## config.mk

```make
export PLATFORM = sky130hd
export DESIGN_NAME = sct_front
export DESIGN_NICKNAME = d
export VERILOG_FILES = /design/src/rtl/core/sct_pkg.sv /design/src/rtl/core/sct_front.sv
export SDC_FILE = /design/constraint.sdc
export NUM_CORES = 2
export LEC_CHECK = 0
export ABC_CLOCK_PERIOD_IN_PS = 7500
export BUFFER_PORTS_ARGS = -buffer_cell sky130_fd_sc_hd__buf_4
export CAP_MARGIN = 20
export CORE_MARGIN = 10
export CORE_UTILIZATION = 50
export CTS_BUF_LIST = sky130_fd_sc_hd__clkbuf_16
export CTS_CLUSTER_SIZE = 14
export DETAILED_ROUTE_END_ITERATION = 6
export MAX_ROUTING_LAYER = met4
export PLACE_DENSITY = 0.66
export SYNTH_ARGS = -nofsm -noshare
export SYNTH_HDL_FRONTEND = slang
export SYNTH_SLANG_ARGS = --single-unit
```

## constraint.sdc

```tcl
create_clock -name i_clk -period 7.5 [get_ports i_clk]
set_input_delay 1.875 -clock i_clk [delete_from_list [all_inputs] [get_ports i_clk]]
set_output_delay 1.875 -clock i_clk [all_outputs]
set_load 0.01 [all_outputs]
```

## src/rtl/core/sct_pkg.sv

```systemverilog
// Types, constants and helpers shared by the crossover trader modules
`default_nettype none
package sct_pkg;
    localparam int WinDepth = 32;
    localparam int WinBits = $clog2(WinDepth);
    localparam int CntBits = $clog2(WinDepth + 1);
    localparam int SumBits = 40 + WinBits;

    localparam logic [1:0] ACT_HOLD = 2'd0;
    localparam logic [1:0] ACT_BUY  = 2'd1;
    localparam logic [1:0] ACT_SELL = 2'd2;

    localparam logic [1:0] REG_SHORT = 2'd0;
    localparam logic [1:0] REG_LONG  = 2'd1;
    localparam logic [1:0] REG_CASH  = 2'd2;

    localparam logic [47:0] CASH_RESET = 48'd655360000;
    localparam logic [5:0]  SHORT_RESET = 6'd5;
    localparam logic [5:0]  LONG_RESET  = 6'd20;

    typedef struct packed {
        logic [39:0] close_price;
        logic        last_candle;
    } t_in;

    typedef struct packed {
        logic [1:0]         action;
        logic [55:0]        cash_now;
        logic [47:0]        shares_held;
        logic signed [55:0] equity_gain;
        logic signed [55:0] realized_gain;
        logic [15:0]        trade_count;
    } t_out;

    // request handed from front to back through the queue
    typedef struct packed {
        logic [39:0] price;
        logic        last;
        logic        tested;
        logic        bull;
    } t_req;

    function automatic logic [CntBits-1:0] clamp_win(input logic [5:0] w);
        logic [CntBits-1:0] r;
        if (w == 6'd0) r = CntBits'(1);
        else if (32'(w) > WinDepth) r = CntBits'(WinDepth);
        else r = CntBits'(w);
        return r;
    endfunction
endpackage
`default_nettype wire

```

## src/rtl/core/sct_front.sv

```systemverilog
// Front end: close ring, window sums and crossover test
`default_nettype none
module sct_front import sct_pkg::*; (
    input  wire logic              i_clk,
    input  wire logic              i_rst_n,
    input  wire logic              i_valid,
    output logic                   o_stall,
    input  wire t_in               i_data,
    input  wire logic [5:0]        i_short_window,
    input  wire logic [5:0]        i_long_window,
    output logic                   o_req_valid,
    input  wire logic              i_req_full,
    output t_req                   o_req
);
    localparam logic [1:0] S_IDLE = 2'd0;
    localparam logic [1:0] S_SUM  = 2'd1;
    localparam logic [1:0] S_MUL  = 2'd2;
    localparam logic [1:0] S_PUSH = 2'd3;

    logic [1:0]          r_state, n_state;
    logic [39:0]         r_ring [WinDepth];
    logic [WinBits-1:0]  r_head;
    logic [CntBits-1:0]  r_seen;
    logic [CntBits-1:0]  r_idx;
    logic [SumBits-1:0]  r_ssum, r_lsum;
    logic [CntBits-1:0]  r_sw, r_lw;
    logic                r_test;
    logic [39:0]         r_rd;
    t_req                r_req;
    logic [WinBits-1:0]  rd_addr;
    logic [CntBits-1:0]  span;

    assign o_stall = (r_state != S_IDLE);
    assign o_req_valid = (r_state == S_PUSH);
    assign o_req = r_req;
    // r_idx counts ages; the read is registered, so r_rd holds age r_idx-1
    assign rd_addr = r_head - r_idx[WinBits-1:0];
    // sweep must cover the longer of the two windows
    assign span = (r_sw > r_lw) ? r_sw : r_lw;

    always_comb begin
        n_state = r_state;
        unique case (r_state)
            S_IDLE: if (i_valid) n_state = S_SUM;
            S_SUM:  if (!r_test || r_idx == span + CntBits'(1)) n_state = S_MUL;
            S_MUL:  n_state = S_PUSH;
            S_PUSH: if (!i_req_full) n_state = S_IDLE;
            default: n_state = S_IDLE;
        endcase
    end

    always_ff @(posedge i_clk) begin
        if (!i_rst_n) begin
            r_state <= S_IDLE;
            r_head <= '0;
            r_seen <= '0;
        end else begin
            r_state <= n_state;
            if (r_state == S_IDLE && i_valid) begin
                r_head <= r_head + WinBits'(1);
                if (32'(r_seen) < WinDepth) r_seen <= r_seen + CntBits'(1);
            end
        end
    end

    always_ff @(posedge i_clk) begin
        r_rd <= r_ring[rd_addr];
        if (r_state == S_IDLE && i_valid) begin
            r_ring[r_head + WinBits'(1)] <= i_data.close_price;
        end
    end

    always_ff @(posedge i_clk) begin
        case (r_state)
            S_IDLE: begin
                r_sw <= clamp_win(i_short_window);
                r_lw <= clamp_win(i_long_window);
                r_test <= (r_seen >= clamp_win(i_long_window)) &&
                          ((r_seen + CntBits'(1)) >= clamp_win(i_short_window));
                r_idx <= '0;
                r_ssum <= '0;
                r_lsum <= '0;
                r_req.price <= i_data.close_price;
                r_req.last <= i_data.last_candle;
            end
            S_SUM: begin
                r_idx <= r_idx + CntBits'(1);
                if (r_idx != '0) begin
                    if (r_idx <= r_sw) r_ssum <= r_ssum + SumBits'(r_rd);
                    if (r_idx <= r_lw) r_lsum <= r_lsum + SumBits'(r_rd);
                end
            end
            S_MUL: begin
                // exact compare of the means: short_sum*lw against long_sum*sw
                r_req.tested <= r_test;
                r_req.bull <= ((SumBits+CntBits)'(r_ssum) * (SumBits+CntBits)'(r_lw)) >
                              ((SumBits+CntBits)'(r_lsum) * (SumBits+CntBits)'(r_sw));
            end
            default: ;
        endcase
    end
endmodule
`default_nettype wire

```

==> summary.md <==
| Metric | Value |
|---|---|
| Rel. slew slack | 25.73% |
| Die area | 175100 um^2 |
| Fin Setup TNS | 0 ns |
| Final WS setup | 0.3736 ns |
| GRT Util Overall | between 20% and 30% |
| Cells after Synth | approximately 5800 |
| # rows | about 150 |
| Sequential area share after synthesis | 55.52% |
| Share of cells above drive strength 1 | 13.25% |
| Area after DPL | 82990 um^2 |
| Routability cong. | 0.8862 |
| Port Buffer Count | 101 |
| IO Pins | 102 |
| Critical path launch point type | register |
| Crit Path Max Fanout | 38 |
| Fraction of synthesized cell area in xor and xnor cells | 1.975% |
| Clk sink count | 1485 |
| Top cell family by delay on the critical path | compound AO/OA/AOI/OAI gates |
| Final Hold Viols | 0 |
| Via Count | between 40000 and 50000 |
| Count leader, synth | edfxtp_1 |
| Synth Area in Adders | 13.49% |
| Share of the synthesized area in the top cell type | 54.18% |
| Max cap viols | 0 |
| Mux cell area share after synthesis | 9.235% |
| Crit end category | register |
| Wire length of the first global-routing pass | 298600 um |
| Status | complete, no violations |
| Top FF cell, synth | edfxtp_1 |
| Largest net degree at the start of global routing | 108 |
| Compound-Gate Fraction of Synth Area | roughly 5.6% |
| Buf+Inv Stages, Crit Path | 3 |
| Tmin final | ~7 ns |
| Worst-case hold slack | 0.4658 ns |
| Detail Route Antenna Nets | 0 |
| Fin area | 87920 um^2 |
| Initial DRT Pass Iterations | 5 |
| Yosys warns | 0 |
| Data required time of the worst path | 8.04 ns |
| Largest family of logic cells by synthesized area | adder cells |
| DP Wirelength | ~120000 um |
| RSZ-0062 raised after global routing | false |
| Clock root buffer | clkbuf_16 |
| Seq cells post-synth | between 1000 and 1500 |
| Die height | 418.4 um |
| Worst-Margin Slew | ~1.1 ns |
| Synth area leaders | edfxtp_1, mux4_2, fa_1, ha_1, and2_1 |
| Post-synth top cells | edfxtp_1, nand2_1, inv_1 |
| Worst Skew | 0.03670 ns |
| CP max stage delay | 0.54 ns |
| Worst skew pair latency | 0.80 ns |
| CTS tree | yes |
| Initial antenna violation count | 13 |
| Final max-slew violation count | 0 |
| Area Growth Syn to Fin | 10.78% |
| GR Overflow Total | 0 |
| DR DRC count | 0 |
| Mapped Area | 79370 um^2 |
| Fin crit share | a little over nine tenths |
| Final setup fails | 0 |
| Critical path cell sequence | buf_6 -> and2_1 -> fa_1 -> fa_1 -> inv_1 -> fa_1 -> inv_1 -> ha_1 -> a21o_1 -> a21o_1 -> a21o_1 -> a41o_1 -> a31o_2 -> a21oi_1 -> o2111ai_1 -> a31oi_1 -> o21ai_1 -> xor2_1 -> ha_1 -> nand4_1 -> nor4_4 -> nand4_1 -> mux2i_1 -> a31oi_1 |
| Area of the core | 158000 um^2 |
| Post-synth top area cell | edfxtp_1 |
| Drt total wl | 196100 um |
| Dpl ws | 0.0004974 ns |
| Simple-gate share of the synthesized area | 10.55% |
| Layout net count | 6621 |
| Crit Path Class | register to register |
| Post-synth EDFFs | 1432 |
| Worst-case clock buffer depth | 3 |
| Vias in the first global route | around 48000 |
| Worst Path Arrival | about 7.7 ns |
| DR iter-0 viols | 4437 |
| Maximum clock rate | 0.1403 GHz |
| Initial Util | 50.23% |
| Die Span X | 418.4 um |
| Async SR Flop Fraction | 0% |
| Net Count, Synth | 6517 |
| Hold WC Path Type | register to register |
| Num CTS Buffers | 151 |
| Count of different cell masters after synthesis | 83 |
| Drt wl/cell | 24.13 um |
| Crit-path slowest cell | fa_1 |
| Clock transition at path regs | 0.08 ns |
| H-tree depth | 4 |
| Syn avg cell area | 13.65 um^2 |
| Vias/cell | 5.808 |
==> cell type report <==
cell class	count	area [um^2]
diodes	15	37.54
clock buffers	153	3829
clock inverters	119	949.7
fillers	12650	70090
inverters	514	1929
multi-input cells	3566	32820
flip-flops and latches	1485	44060
well taps	2072	2592
repair buffers	200	1697
==> kinds of logic (layout without fill, tap and decap cells) <==
logic type	count (synthesis)	in the layout
multiplexers	332	332
other	0	15
buffers and inverters	763	986
adder cells (fa/ha/maj)	646	646
XOR/XNOR	179	179
flip-flops	1485	1485
AND/OR/NAND/NOR	1721	1721
AO/OA/AOI/OAI	688	688
==> per-stage QoR <==
stage | cells | util (%)
after detailed placement | 7827 | 52.52
final | 8124 | 55.64
after global placement | 7824 | 52.48
after floorplan | 5814 | -
after global routing | 8121 | 55.64
after CTS | 8099 | 55.55
==> repair_timing <==
item	4_1_cts	5_1_grt
hold buffers	0	0
endpoints found under the setup margin	0	1
buffers inserted	0	10
gates resized for setup	0	6
==> sequential cells by signal (all words and copies together), names as in the netlist <==
| register | cells |
|---|---|
| o_req | 43 |
| r_head | 5 |
| r_idx | 6 |
| r_lsum | 45 |
| r_lw | 6 |
| r_rd | 40 |
| r_ring | 1280 |
| r_seen | 6 |
| r_ssum | 45 |
| r_state | 2 |
| r_sw | 6 |
| r_test | 1 |
==> placed cells by master (no fill, tap or decap), types with 61 or more instances in the layout <==
master / count
a21o_1: 140
xor2_1: 61
fa_1: 348
and2_1: 431
o21ai_0: 142
inv_1: 553
nor2_1: 172
clkbuf_16: 153
nand3_1: 252
edfxtp_1: 1432
xnor2_1: 113
a21oi_1: 193
nand2_1: 622
mux4_2: 320
buf_4: 183
ha_1: 295
==> final timing paths <==
kind	startpoint	endpoint	slack [ns]	cells after the start
setup reg to reg	r_lw[0]	o_req[0]	0.37	24
hold / removal	r_test	o_req[1]	0.47	0
hold reg to reg	r_test	o_req[1]	0.47	0
setup / recovery	r_lw[0]	o_req[0]	0.37	24
==> metal layers <==
metal | track usage (%) | vias up | wire (um)
li1 | - | 21210 | -
met5 | - | - | 0
met4 | 7.104 | 0 | 6056
met3 | 3.601 | 342 | 13470
met1 | 31.14 | 23980 | 83200
met2 | 36.31 | 1657 | 93330
Power is not shown: default switching activity piles up to over one toggle a cycle in this logic, so the estimate is an artifact.
