--- src/rtl/core/sct_pkg.sv ---
// Types, constants and helpers shared by the crossover trader modules
`default_nettype none
package sct_pkg;
    localparam int WinDepth = 32;
    localparam int WinBits = $clog2(WinDepth);
    localparam int CntBits = $clog2(WinDepth + 1);
    localparam int SumBits = 40 + WinBits;

    localparam logic [1:0] ACT_HOLD = 2'd0;
    localparam logic [1:0] ACT_BUY  = 2'd1;
    localparam logic [1:0] ACT_SELL = 2'd2;

    localparam logic [1:0] REG_SHORT = 2'd0;
    localparam logic [1:0] REG_LONG  = 2'd1;
    localparam logic [1:0] REG_CASH  = 2'd2;

    localparam logic [47:0] CASH_RESET = 48'd655360000;
    localparam logic [5:0]  SHORT_RESET = 6'd5;
    localparam logic [5:0]  LONG_RESET  = 6'd20;

    typedef struct packed {
        logic [39:0] close_price;
        logic        last_candle;
    } t_in;

    typedef struct packed {
        logic [1:0]         action;
        logic [55:0]        cash_now;
        logic [47:0]        shares_held;
        logic signed [55:0] equity_gain;
        logic signed [55:0] realized_gain;
        logic [15:0]        trade_count;
    } t_out;

    // request handed from front to back through the queue
    typedef struct packed {
        logic [39:0] price;
        logic        last;
        logic        tested;
        logic        bull;
    } t_req;

    function automatic logic [CntBits-1:0] clamp_win(input logic [5:0] w);
        logic [CntBits-1:0] r;
        if (w == 6'd0) r = CntBits'(1);
        else if (32'(w) > WinDepth) r = CntBits'(WinDepth);
        else r = CntBits'(w);
        return r;
    endfunction
endpackage
`default_nettype wire

--- src/rtl/core/sct_queue.sv ---
// Two-entry request queue between front and back
`default_nettype none
module sct_queue import sct_pkg::*; (
    input  wire logic i_clk,
    input  wire logic i_rst_n,
    input  wire logic i_push,
    input  wire t_req i_data,
    output logic      o_full,
    output logic      o_valid,
    input  wire logic i_pop,
    output t_req      o_data
);
    t_req       r_mem [2];
    logic       r_wp, r_rp;
    logic [1:0] r_cnt;

    assign o_full  = (r_cnt == 2'd2);
    assign o_valid = (r_cnt != 2'd0);
    assign o_data  = r_mem[r_rp];

    always_ff @(posedge i_clk) begin
        if (!i_rst_n) begin
            r_wp <= 1'b0;
            r_rp <= 1'b0;
            r_cnt <= '0;
        end else begin
            if (i_push && !o_full) r_wp <= ~r_wp;
            if (i_pop && o_valid) r_rp <= ~r_rp;
            r_cnt <= r_cnt + 2'((i_push && !o_full) ? 1 : 0)
                           - 2'((i_pop && o_valid) ? 1 : 0);
        end
    end

    always_ff @(posedge i_clk) begin
        if (i_push && !o_full) r_mem[r_wp] <= i_data;
    end
endmodule
`default_nettype wire

--- config.mk ---
export PLATFORM = sky130hd
export DESIGN_NAME = sct_queue
export DESIGN_NICKNAME = d
export VERILOG_FILES = /design/src/rtl/core/sct_pkg.sv /design/src/rtl/core/sct_queue.sv
export SDC_FILE = /design/constraint.sdc
export NUM_CORES = 1
export LEC_CHECK = 0
export ABC_AREA = 1
export BUFFER_PORTS_ARGS = -buffer_cell sky130_fd_sc_hd__buf_2
export CORE_ASPECT_RATIO = 0.9
export CORE_MARGIN = 4
export CORE_UTILIZATION = 47
export CTS_CLUSTER_SIZE = 8
export DETAILED_ROUTE_END_ITERATION = 7
export PLACE_DENSITY_LB_ADDON = 0.08
export SYNTH_ARGS = -nofsm -noshare
export SYNTH_HDL_FRONTEND = slang
export SYNTH_SLANG_ARGS = --single-unit
--- constraint.sdc ---
create_clock -name i_clk -period 3 [get_ports i_clk]
set_input_delay 0.15 -clock i_clk [delete_from_list [all_inputs] [get_ports i_clk]]
set_output_delay 0.15 -clock i_clk [all_outputs]
set_load 0.05 [all_outputs]
==> run_results.csv, run 1 <==
group,metric,value,unit
status,status,"complete, no violations",
timing,tns,0,ns
global_routing,overflow,0,
clocking,cts_resized,0,
detailed_routing,first_iter_violations,61,
floorplan,pin_count,92,
logic_synthesis,synth_area,3550,sq um
clocking,numCtsBuffers,9,
layout,syn_to_final_growth,31.9,%
layout,final_common_cell,"buf_2",
timing,worst_slew_pin_slew,0.929,ns
clocking,cts_root_buf,"clkbuf_8",
clocking,path_clk_slew,0.08,ns
worst_hold_path,holdCritPathClass,"input pin to flop",
timing,period_needed,1.97,ns
detailed_routing,wl_per_cell,13.9,microns
placed_design,place_area,4060,sq um
power_and_ir_drop,peakVddDrop,483,uV
timing,hold_violations,0,
logic_synthesis,post_synth_num_cell_types,12,
global_routing,grt_usage,13.3,%
placed_design,gp_congestion,0.824,
timing,drv_slew,0,
floorplan,start_util,49.4,%
clocking,htreeDepth,3,
logic_synthesis,synth_cells,171,
logic_synthesis,synth_top_area_share,72.7,%
layout,mostFrequentLayoutCells,"buf_2 (91), edfxtp_1 (86), dlygate4sd3_1 (43), mux2_4 (40)",
clocking,clock_latency,0.34,ns
clocking,cts_tree,"done",
layout,nets,363,
logic_synthesis,ys_seq_area_share,75.5,%
logic_synthesis,synth_seq_cells,91,
logic_synthesis,yosysWarnings,0,
layout,final_cell_area,4690,sq um
detailed_routing,postRouteAntennaNets,0,
timing,fmax,0.507,GHz
logic_synthesis,yosysTopAreaCell,"edfxtp_1",
clocking,clockBufferDepth,2,
placed_design,hpwlAfterDp,3540,microns
logic_synthesis,netlist_top_cells_area,"edfxtp_1 (73%), mux2_4 (17%), dfxtp_1 (2.8%)",
critical_path,cp.arrival,1.82,ns
timing,fin_crit_sh,65.7,%
detailed_routing,drc,0,
global_routing,grt_max_degree,44,
global_routing,grt_pass1_vias,1924,
critical_path,critPathKind,"flop to output port",
clocking,cts.hold.buffers_added,42,
placed_design,numPortBuffers,91,
run,drv_cap,0,
floorplan,core,7180,sq um
clocking,postCtsSetupBuffers,0,
floorplan,die_h,90.5,microns
timing,setup-violations-final,0,
critical_path,crit_fanout,22,
floorplan,rows,29,
detailed_routing,drtPass1Iterations,4,
global_routing,antenna_found_initial,0,
detailed_routing,via_per_inst,4.55,
logic_synthesis,syn_nets,220,
detailed_routing,num_vias,1875,
power_and_ir_drop,p_per_area,847,nW/um^2
floorplan,die_area,9010,sq um
timing,slew_headroom,38.0,%
layout,layout-drive-gt1-share,48.3,%
detailed_routing,drt_wl_total,5710,microns
power_and_ir_drop,p_leak,0.00189,uW
global_routing,grt_pass1_wl,9240,microns
timing,rsz0062_at_grt,"no",
timing,worst_slack,1.03,ns
logic_synthesis,avgSynthCellArea,20.8,sq um
critical_path,startpoint_type,"flop",
layout,diodes,0,
critical_path,end_kind,"output port",
floorplan,die_w,99.6,microns
critical_path,worstPathRequired,2.85,ns
timing,fin_worst_skew,0.00580,ns
clocking,clkSinkCount,91,
placed_design,dp_slack,1.21,ns
[worst paths after layout]
kind,endpoint,slack (ns),startpoint,cells past startpoint
max,o_data[1],1.03,flop,3
min reg2reg,flop,0.51,r_rp,2
max reg2reg,r_mem[0][41],1.23,r_cnt[0],5
min,r_cnt[0],0.04,i_rst_n,3
[registers in the layout, summed over array words and instances (netlist names), named ones only]
name / count
r_cnt: 2
r_mem: 86
r_wp: 1
r_rp: 1
[metal layers]
| layer | GRT usage [%] | part of all wire (%) | wire [microns] | up-vias |
|---|---|---|---|---|
| met4 | 5.01 | 1.4 | 79 | 0 |
| li1 | - | - | - | 930 |
| met5 | 0 | 0 | 0 | - |
| met2 | 22.9 | 54 | 3100 | 53 |
| met1 | 15.6 | 39 | 2200 | 884 |
| met3 | 4.17 | 5.7 | 324 | 8 |
[cell families after synthesis]
family | after synthesis | synth area share, %
multiplexers | 43 | 17.9
flip-flops | 91 | 75.5
AND/OR/NAND/NOR | 20 | 2.22
buffers and inverters | 13 | 3.42
adder cells (fa/ha/maj) | 2 | 0.704
AO/OA/AOI/OAI | 2 | 0.282
[cell type report]
cell class | count | area [sq um]
fillers | 519 | 2500
repair buffers | 137 | 908
clock inverters | 7 | 68.8
multi-input cells | 67 | 756
clock buffers | 9 | 124
flip-flops and latches | 91 | 2680
well taps | 93 | 116
inverters | 8 | 30.0
[cells in the mapped netlist]
cell      instances
inv_1             8
nor2_1            8
mux2_2            3
mux2_4           40
edfxtp_1         86
a21oi_1           2
buf_6             1
ha_1              2
buf_12            4
nand2_1           9
nand3_1           3
dfxtp_1           5
[through the flow]
| step | utilization (%) | std cells | hold slack [ns] | power (uW) |
|---|---|---|---|---|
| 2_1_floorplan | - | 171 | 0.243 | 2980 |
| 3_3_place_gp | 56.6 | 353 | 0.339 | 3200 |
| 3_5_place_dp | 56.6 | 353 | 0.341 | 3210 |
| 4_1_cts | 65.1 | 411 | 0.000584 | 4020 |
| 5_1_grt | 65.2 | 412 | 0.0433 | 4180 |
| 6_report | 65.2 | 412 | 0.0444 | 3970 |
[report_power, final]
part           internal (uW)  switching [uW]  leakage, uW
Sequential              1610            64.2     0.000845
Combinational            501            1030     0.000961
Clock                    380             392    0.0000865
Total                   2490            1480      0.00189
[critical path: stages (launching register included)]
cell and delay (ns):
dfxtp_2 0.47, buf_4 0.41, mux2_2 0.39, buf_2 0.21
Power figures use the tool's default switching activity.
==> run 2: changes to the inputs <==
==> constraint.sdc (replaced) <==
create_clock -name i_clk -period 1.7 [get_ports i_clk]
set_input_delay 0.085 -clock i_clk [delete_from_list [all_inputs] [get_ports i_clk]]
set_output_delay 0.085 -clock i_clk [all_outputs]
set_load 0.05 [all_outputs]
==> run_results.csv, run 2 (synthesized netlist as in run 1, its figures left out) <==
group,metric,value,unit
power_and_ir_drop,swShare,38.2,%
critical_path,startpoint_type,"flop",
detailed_routing,postRouteAntennaNets,0,
timing,hold_violations,0,
layout,nets,368,
power_and_ir_drop,p_per_area,1470,nW/um^2
clocking,path_clk_slew,0.08,ns
timing,drv_slew,0,
placed_design,hpwlAfterDp,3920,microns
layout,reg_top3,"r_mem x86, r_cnt x2",
layout,final_core_util,66.5,%
timing,setup-violations-final,0,
detailed_routing,drc,0,
global_routing,grt_pass1_wl,9690,microns
critical_path,crit_chain,"buf_12 > mux2_2 > buf_2",
layout,final_common_cell,"buf_2",
run,drv_cap,0,
layout,layout-drive-gt1-share,49.1,%
placed_design,place_area,4140,sq um
global_routing,overflow,0,
floorplan,die_area,9010,sq um
power_and_ir_drop,p_int,4350,uW
layout,syn_to_final_growth,34.5,%
global_routing,grt_max_degree,35,
critical_path,cp.arrival,1.52,ns
floorplan,core,7180,sq um
layout,diodes,0,
placed_design,numPortBuffers,91,
power_and_ir_drop,p_leak,0.00192,uW
power_and_ir_drop,peakVddDrop,842,uV
power_and_ir_drop,power.total,7040,uW
timing,worst_slew_pin_slew,0.298,ns
power_and_ir_drop,comb_power_share,40.5,%
timing,slew_headroom,80.1,%
detailed_routing,via_per_inst,4.64,
clocking,htreeDepth,3,
critical_path,end_kind,"output port",
placed_design,gp_congestion,0.751,
detailed_routing,first_iter_violations,45,
detailed_routing,num_vias,1934,
detailed_routing,drtPass1Iterations,4,
clocking,numCtsBuffers,9,
power_and_ir_drop,clockPowerShare,17.7,%
timing,period_needed,1.60,ns
detailed_routing,drt_wl_total,6180,microns
clocking,clockBufferDepth,2,
timing,tns,0,ns
global_routing,grt_usage,14.0,%
timing,fin_crit_sh,94.1,%
global_routing,antenna_found_initial,0,
detailed_routing,wl_per_cell,14.8,microns
layout,mostFrequentLayoutCells,"buf_2 (91), edfxtp_1 (86), dlygate4sd3_1 (44), mux2_4 (40)",
timing,fin_worst_skew,0.00667,ns
critical_path,max_stage_delay,0.40,ns
clocking,clock_latency,0.34,ns
clocking,cts_root_buf,"clkbuf_8",
layout,regMostFlops,"r_mem",
timing,rsz0062_at_grt,"no",
power_and_ir_drop,switching_power,2690,uW
floorplan,start_util,49.4,%
clocking,postCtsSetupBuffers,0,
layout,largest_reg_flops,86,
worst_hold_path,holdCritPathClass,"input pin to flop",
timing,fmax,0.625,GHz
critical_path,worstPathRequired,1.62,ns
global_routing,grt_pass1_vias,2063,
clocking,cts_tree,"done",
critical_path,critPathKind,"flop to output port",
floorplan,die_h,90.5,microns
layout,final_cell_area,4780,sq um
clocking,clkSinkCount,91,
power_and_ir_drop,power_frac_seq,41.8,%
floorplan,rows,29,
critical_path,crit_path_top_delay_cell,"dfxtp_2",
floorplan,die_w,99.6,microns
floorplan,pin_count,92,
status,status,"complete, no violations",
critical_path,crit_fanout,17,
## run 2: path summary, 6_finish.rpt
kind                               start        end  slack (ns)  cells after the start
worst min-delay path              i_push       r_wp        0.03                      3
worst max register to register  r_cnt[0]   r_cnt[1]        0.19                     11
worst max-delay path                flop  o_data[1]         0.1                      3
worst min register to register      r_rp       r_rp        0.51                      2
## run 2: per-layer routing
layer | global-route usage, % | vias up | part of all wire (%)
li1 | - | 947 | -
met1 | 16.2 | 922 | 41
met2 | 24.2 | 54 | 51
met3 | 3.63 | 11 | 5.8
met4 | 6.26 | 0 | 1.4
met5 | 0 | - | 0
## run 2: stage by stage
stage          worst slack, ns  hold WS (ns)  instances
2_1_floorplan           0.0602         0.178        171
4_1_cts                 0.0262        0.0187        416
3_3_place_gp             0.204         0.274        356
3_5_place_dp             0.157         0.276        356
6_report                0.0998        0.0296        417
5_1_grt                 0.0326        0.0270        417
## run 2: area by class of cell
cell class              count  area (sq um)
clock buffers              10           128
clock inverters             6          42.5
fillers                   537          2410
inverters                   8          33.8
multi-input cells          67           756
flip-flops and latches     91          2690
well taps                  93           116
repair buffers            142          1020
## run 2: worst max-delay path: cells and delay by family (launching register included)
family	cells	cell delay, ns
DFF	1	0.40
muxes	1	0.35
buffers and inverters	2	0.41
## run 2: power by group through the flow
stage,clock [uW],combinational [uW],sequential (uW)
2_1_floorplan,0,2300,2960
3_5_place_dp,0,2770,2990
5_1_grt,1420,3000,2970
6_report,1250,2850,2940
4_1_cts,1290,2850,2940
3_3_place_gp,0,2770,2970
## run 2: repair_timing
action | CTS | global route
hold buffers | 44 | 0
gates resized for setup | 0 | 1
endpoints found under the setup margin | 0 | 4
endpoints found under the hold margin | 88 | 0
