[src/rtl/core/sct_pkg.sv]
// Types, constants and helpers shared by the crossover trader modules
`default_nettype none
package sct_pkg;
    localparam int WinDepth = 32;
    localparam int WinBits = $clog2(WinDepth);
    localparam int CntBits = $clog2(WinDepth + 1);
    localparam int SumBits = 40 + WinBits;

    localparam logic [1:0] ACT_HOLD = 2'd0;
    localparam logic [1:0] ACT_BUY  = 2'd1;
    localparam logic [1:0] ACT_SELL = 2'd2;

    localparam logic [1:0] REG_SHORT = 2'd0;
    localparam logic [1:0] REG_LONG  = 2'd1;
    localparam logic [1:0] REG_CASH  = 2'd2;

    localparam logic [47:0] CASH_RESET = 48'd655360000;
    localparam logic [5:0]  SHORT_RESET = 6'd5;
    localparam logic [5:0]  LONG_RESET  = 6'd20;

    typedef struct packed {
        logic [39:0] close_price;
        logic        last_candle;
    } t_in;

    typedef struct packed {
        logic [1:0]         action;
        logic [55:0]        cash_now;
        logic [47:0]        shares_held;
        logic signed [55:0] equity_gain;
        logic signed [55:0] realized_gain;
        logic [15:0]        trade_count;
    } t_out;

    // request handed from front to back through the queue
    typedef struct packed {
        logic [39:0] price;
        logic        last;
        logic        tested;
        logic        bull;
    } t_req;

    function automatic logic [CntBits-1:0] clamp_win(input logic [5:0] w);
        logic [CntBits-1:0] r;
        if (w == 6'd0) r = CntBits'(1);
        else if (32'(w) > WinDepth) r = CntBits'(WinDepth);
        else r = CntBits'(w);
        return r;
    endfunction
endpackage
`default_nettype wire

[src/rtl/core/sct_back.sv]
// Back end: trade decisions, serial divider and multiplier, result register
`default_nettype none
module sct_back import sct_pkg::*; (
    input  wire logic        i_clk,
    input  wire logic        i_rst_n,
    input  wire logic        i_req_valid,
    output logic             o_req_pop,
    input  wire t_req        i_req,
    input  wire logic        i_cash_wr,
    input  wire logic [47:0] i_cash_val,
    output logic [47:0]      o_init_cash,
    output logic             o_valid,
    input  wire logic        i_stall,
    output t_out             o_data
);
    localparam logic [3:0] S_IDLE  = 4'd0;
    localparam logic [3:0] S_DEC   = 4'd1;
    localparam logic [3:0] S_DIV   = 4'd2;
    localparam logic [3:0] S_SELL1 = 4'd3;
    localparam logic [3:0] S_SELL2 = 4'd4;
    localparam logic [3:0] S_LAST  = 4'd5;
    localparam logic [3:0] S_EQ    = 4'd6;
    localparam logic [3:0] S_MULW  = 4'd8;

    localparam logic [63:0] SMAX = 64'h007F_FFFF_FFFF_FFFF;

    logic [3:0]          r_state, n_state;
    logic [3:0]          r_ret;
    logic [55:0]         r_cash;
    logic [47:0]         r_pos;
    logic [39:0]         r_entry;
    logic signed [55:0]  r_real;
    logic [15:0]         r_trades;
    logic                r_prev;
    logic [47:0]         r_init;
    logic [1:0]          r_act;
    t_req                r_req;
    // serial divider
    logic [6:0]          r_k;
    logic [40:0]         r_rem;
    logic [47:0]         r_q;
    logic                r_qsat;
    // serial multiplier: a (48b) x b (40b), 8 bits of b per step
    logic [47:0]         r_ma;
    logic [39:0]         r_mb;
    logic [2:0]          r_mstep;
    logic [87:0]         r_macc;
    logic [63:0]         r_mmax;
    logic [63:0]         r_mres;
    logic                r_neg;
    logic                r_out_v;
    t_out                r_out;

    logic [40:0] rem_sh;
    logic        cash_bit;
    logic [47:0] q_sh;
    logic [55:0] pp8;
    logic [87:0] pp;
    logic [87:0] macc_nx;
    logic [63:0] mul_sat;
    logic [39:0] diff;
    logic signed [57:0] gsum;
    logic signed [57:0] eq;
    logic        out_load;

    assign o_init_cash = r_init;
    assign o_valid = r_out_v;
    assign o_data = r_out;
    assign o_req_pop = (r_state == S_IDLE) && i_req_valid;
    // result register is loaded only once the previous result has left
    assign out_load = (r_state == S_EQ) && (!r_out_v || !i_stall);

    assign cash_bit = (r_k >= 7'd24) ? r_cash[6'(r_k - 7'd24)] : 1'b0;
    assign rem_sh = {r_rem[39:0], cash_bit};
    assign q_sh = {r_q[46:0], 1'b0};
    assign pp8 = 56'(r_ma) * 56'(r_mb[7:0]);
    assign pp = 88'(pp8) << {r_mstep, 3'b000};
    assign macc_nx = r_macc + pp;
    assign diff = (r_req.price >= r_entry) ? r_req.price - r_entry
                                            : r_entry - r_req.price;
    always_comb begin
        if (macc_nx[87:24] > r_mmax) mul_sat = r_mmax;
        else mul_sat = macc_nx[87:24];
    end
    assign gsum = r_neg ? 58'(r_real) - 58'(r_mres) : 58'(r_real) + 58'(r_mres);
    assign eq = 58'(r_cash) + 58'(r_mres) - 58'(r_init);

    always_comb begin
        n_state = r_state;
        unique case (r_state)
            S_IDLE:  if (i_req_valid) n_state = S_DEC;
            S_DEC:   n_state = S_LAST;
            S_DIV:   if (r_k == 7'd0) n_state = S_LAST;
            S_MULW:  if (r_mstep == 3'd4) n_state = r_ret;
            S_SELL1: n_state = S_MULW;
            S_SELL2: n_state = S_LAST;
            S_LAST:  n_state = S_MULW;
            S_EQ:    if (out_load) n_state = S_IDLE;
            default: n_state = S_IDLE;
        endcase
        if (r_state == S_DEC) begin
            if (r_req.tested && !r_prev && r_req.bull && r_pos == '0
                && r_req.price != '0) n_state = S_DIV;
            else if (r_req.tested && r_prev && !r_req.bull && r_pos != '0)
                n_state = S_MULW;
        end
        if (r_state == S_LAST && !(r_req.last && r_pos != '0)) n_state = S_MULW;
    end

    always_ff @(posedge i_clk) begin
        if (!i_rst_n) begin
            r_state <= S_IDLE;
            r_cash <= 56'(CASH_RESET);
            r_init <= CASH_RESET;
            r_pos <= '0;
            r_entry <= '0;
            r_real <= '0;
            r_trades <= '0;
            r_prev <= 1'b0;
            r_out_v <= 1'b0;
        end else begin
            r_state <= n_state;
            if (out_load) r_out_v <= 1'b1;
            else if (!i_stall) r_out_v <= 1'b0;
            if (i_cash_wr) begin
                r_init <= i_cash_val;
                if (r_trades == '0 && r_pos == '0) r_cash <= 56'(i_cash_val);
            end
            case (r_state)
                S_IDLE: begin
                    r_req <= i_req;
                    r_act <= ACT_HOLD;
                end
                S_DEC: begin
                    if (r_req.tested) r_prev <= r_req.bull;
                    r_k <= 7'd79;
                    r_rem <= '0;
                    r_q <= '0;
                    r_qsat <= 1'b0;
                    // sell signal: compute cash = pos*price first
                    r_ma <= r_pos;
                    r_mb <= r_req.price;
                    r_mstep <= '0;
                    r_macc <= '0;
                    r_mmax <= {8'd0, 56'hFF_FFFF_FFFF_FFFF};
                    r_ret <= S_SELL1;
                    if (r_req.tested && r_prev && !r_req.bull && r_pos != '0) begin
                        r_act <= ACT_SELL;
                        if (r_trades != 16'hFFFF) r_trades <= r_trades + 16'd1;
                    end
                end
                S_DIV: begin
                    r_k <= r_k - 7'd1;
                    if (rem_sh >= {1'b0, r_req.price}) begin
                        r_rem <= rem_sh - {1'b0, r_req.price};
                        if (r_q[47]) r_qsat <= 1'b1;
                        r_q <= r_q[47] ? '1 : (q_sh | 48'd1);
                    end else begin
                        r_rem <= rem_sh;
                        if (r_q[47]) r_qsat <= 1'b1;
                        r_q <= r_q[47] ? '1 : q_sh;
                    end
                    if (r_k == 7'd0) begin
                        r_pos <= (r_qsat || r_q[47]) ? '1 : (rem_sh >= {1'b0, r_req.price}
                                 ? (q_sh | 48'd1) : q_sh);
                        r_entry <= r_req.price;
                        r_cash <= '0;
                        r_act <= ACT_BUY;
                        if (r_trades != 16'hFFFF) r_trades <= r_trades + 16'd1;
                    end
                end
                S_MULW: begin
                    r_macc <= macc_nx;
                    r_mb <= {8'd0, r_mb[39:8]};
                    r_mstep <= r_mstep + 3'd1;
                    if (r_mstep == 3'd4) r_mres <= mul_sat;
                end
                S_SELL1: begin
                    r_cash <= r_mres[55:0];
                    r_neg <= r_req.price < r_entry;
                    r_ma <= r_pos;
                    r_mb <= diff;
                    r_mstep <= '0;
                    r_macc <= '0;
                    r_mmax <= (r_req.price < r_entry) ? SMAX + 64'd1 : SMAX;
                    r_ret <= S_SELL2;
                end
                S_SELL2: begin
                    if (gsum > 58'sh7F_FFFF_FFFF_FFFF) r_real <= 56'sh7F_FFFF_FFFF_FFFF;
                    else if (gsum < -58'sh80_0000_0000_0000)
                        r_real <= 56'sh80_0000_0000_0000;
                    else r_real <= 56'(gsum);
                    r_pos <= '0;
                end
                S_LAST: begin
                    r_mstep <= '0;
                    r_macc <= '0;
                    r_mb <= r_req.price;
                    r_ma <= r_pos;
                    if (r_req.last && r_pos != '0) begin
                        r_act <= ACT_SELL;
                        r_mmax <= {8'd0, 56'hFF_FFFF_FFFF_FFFF};
                        r_ret <= S_SELL1;
                    end else begin
                        r_mmax <= {8'd0, 56'hFF_FFFF_FFFF_FFFF};
                        r_ret <= S_EQ;
                    end
                end
                default: ;
            endcase
        end
    end

    always_ff @(posedge i_clk) begin
        if (out_load) begin
            r_out.action <= r_act;
            r_out.cash_now <= r_cash;
            r_out.shares_held <= r_pos;
            r_out.equity_gain <= (eq > 58'sh7F_FFFF_FFFF_FFFF) ? 56'sh7F_FFFF_FFFF_FFFF
                                                                : 56'(eq);
            r_out.realized_gain <= r_real;
            r_out.trade_count <= r_trades;
        end
    end
endmodule
`default_nettype wire

[config.mk]
export PLATFORM = sky130hd
export DESIGN_NAME = sct_back
export DESIGN_NICKNAME = d
export VERILOG_FILES = /design/src/rtl/core/sct_pkg.sv /design/src/rtl/core/sct_back.sv
export SDC_FILE = /design/constraint.sdc
export NUM_CORES = 2
export LEC_CHECK = 0
export ABC_AREA = 1
export BUFFER_PORTS_ARGS = -buffer_cell sky130_fd_sc_hd__buf_4
export CORE_ASPECT_RATIO = 1.1
export CORE_MARGIN = 2
export CORE_UTILIZATION = 45
export CTS_CLUSTER_SIZE = 20
export DETAILED_ROUTE_END_ITERATION = 10
export GPL_ROUTABILITY_DRIVEN = 1
export GPL_TIMING_DRIVEN = 1
export PLACE_DENSITY = 0.61
export SLEW_MARGIN = 10
export SYNTH_ARGS = -nofsm -noshare
export SYNTH_HDL_FRONTEND = slang
export SYNTH_SLANG_ARGS = --single-unit
[constraint.sdc]
create_clock -name i_clk -period 22 [get_ports i_clk]
set_input_delay 3.3 -clock i_clk [delete_from_list [all_inputs] [get_ports i_clk]]
set_output_delay 3.3 -clock i_clk [all_outputs]
set_load 0.01 [all_outputs]
==> out/results.txt <==
Residual DRC - 0
Clock Sinks - 888
CP peak stage delay - 0.79 ns
Post-synthesis sequential area ratio - 31.9%
Most common cell after layout, fill and taps aside - nand2_1
Final min period - 11.63 ns
Max_cap viols - 0
Final core occ - 50.1%
Status - complete, no violations
Area growth syn-to-layout - 10.9%
Clock transition at path regs - 0.06 ns
Via Count - 70800
Std cell rows - 157
Initial Utilization - 45.2%
Die H - 432 microns
NumNets Final - 11300
Asr flop ratio synth - 0%
Total grt overflow - 0
Most frequent cells in the layout - nand2_1, inv_1, nor2_1
Total global-route track usage - 34.2%
Setup TNS - 0 ns
Most used DFF post-synth - edfxtp_1
Syn_area_per_cell - 7.35 sq um
Number of flops mapped to enable cells by yosys - 618
DRT Wirelength - 296000 microns
Multi-input gate area - 43100 sq um
TritonCTS clock tree - done
Post-DR vias/cell - 5.56
CTS root buf - clkbuf_16
DIE AREA - 170000 sq um
Setup Skew - 0.0358 ns
Worst Path Class, Setup - flip-flop to flip-flop
First-pass GRT wire length - 440000 microns
Yosys top cell area share - 24.7%
DP Wirelength - 242000 microns
Synth area leaders - edfxtp_1, nand2_1, inv_1, fa_1, ha_1
Worst reg2reg path depth - 43
Final max-slew violation count - 0
Num CTS Buffers - 100
CP Launch Type - flip-flop
H-tree Lvls - 3
Place WS - 10.44 ns
Worst hold path depth - 0
Area leader, netlist - edfxtp_1
CTS Hold Buffers Added - 0
Crit path capture type - flip-flop
Routed len/inst - 23.2 microns
Synth cell types - 69
Length of the first detailed-routing pass in iterations - 9
Worst skew pair latency - 0.75 ns
Yosys warns - 0
Hold Vio Cnt, Final - 0
Flop and latch count out of synthesis - 888
Slew HR - 19.8%
Crit share post-route - 52.9%
RSZ-0062 raised after global routing - no
Final Setup Violations - 0
Core area - 166000 sq um
Layout cells sized above 1 - 6.85%
Vias in the first global route - 69600
Storage element area - 24000 sq um
Pin count of the biggest net entering global routing - 133
Hold slack - 0.430 ns
Worst hold path class - flip-flop to flip-flop
Slowest stage cell, crit path - nor4_1
IO Pins - 380
Clk buf depth - 3
Final setup margin - 10.37 ns
Initial antenna violation count - 9
Setup bufs post-CTS - 0
Critical path arrival - 12.10 ns
Resized Gates After CTS - 0
Routed Antenna Nets - 0
Initial DRC Count - 6702
GPL Wtd Cong - 1.09
Gate Count Post-Synth - 10200
Crit Path Max Fanout - 55
Tightest Pin Transition - 1.20 ns
Fill count - 16800
WP data required - 22.47 ns
Most used cell, CP - nand2_1
Cell area after synthesis - 75100 sq um
Die width - 394 microns
IO Port Bufs - 379
Fmax - 85.9 MHz
per-stage QoR:
step	cells	area [sq um]
floorplan	10200	75100
global placement	12600	79900
detailed placement	12600	79900
CTS	12700	83300
global route	12700	83300
finish	12800	83300
routing by layer:
layer,global-route usage (%),vias to the layer above,wire length [microns]
li1,-,33500,-
met1,42.4,33900,119000
met2,57.4,2888,139000
met3,4.75,587,20000
met4,18.8,10,18800
met5,0,-,73
area by class of cell:
cell class / instances / area share, %
timing repair buffer: 448 / 4.05
sequential: 888 / 28.8
clock buffer: 123 / 3.23
tap: 2226 / 3.34
antenna: 3 / 0.00902
multi-input combinational: 7223 / 51.7
inverter: 1774 / 8.00
clock inverter: 67 / 0.838
critical path, delay by kind of cell, from the launching register on:
family	cells	cell delay, ns
compound gates	6	1.71
xor+xnor	2	0.54
fa+ha+maj	7	3.22
buf+inv	5	0.71
flops	1	0.32
simple gates	23	4.71
cells in the mapped netlist (all sizes together), types with 59 or more instances:
master / n
nand2: 2303
inv: 1771
nor2: 1080
a21oi: 816
o21ai: 779
edfxtp: 618
ha: 469
nand3: 417
fa: 329
dfxtp: 270
xor2: 249
clkbuf: 247
nand4: 143
nor3: 85
xnor2: 85
buf: 83
o21bai: 66
a21o: 59
a31oi: 59
logic make-up after synthesis:
family | share of synthesized area, %
AO/OA/AOI/OAI | 14.1
XOR/XNOR | 3.90
adder cells (fa/ha/maj) | 16.6
buffers and inverters | 10.9
flip-flops | 31.9
multiplexers | 0.0133
other | 0.00499
AND/OR/NAND/NOR | 22.6
flip-flops by register name, indices dropped and copies added (netlist names), 43 cells and up:
name	count
r_q	48
o_data	234
r_mres	58
r_macc	88
r_pos	48
r_req	43
o_init_cash	48
r_real	56
r_cash	56
r_ma	48
final timing paths:
check / from / to / slack, ns
max: r_mb[6]$_DFFE_PP_ / r_mres[9]$_DFFE_PP_ / 10.37
min: r_cash[34]$_SDFF_PN0_ / o_data[210]$_DFFE_PP_ / 0.43
max reg2reg: r_mb[6]$_DFFE_PP_ / r_mres[9]$_DFFE_PP_ / 10.37
min reg2reg: r_cash[34]$_SDFF_PN0_ / o_data[210]$_DFFE_PP_ / 0.43
Power is not shown: default switching activity piles up to over one toggle a cycle in this logic, so the estimate is an artifact.
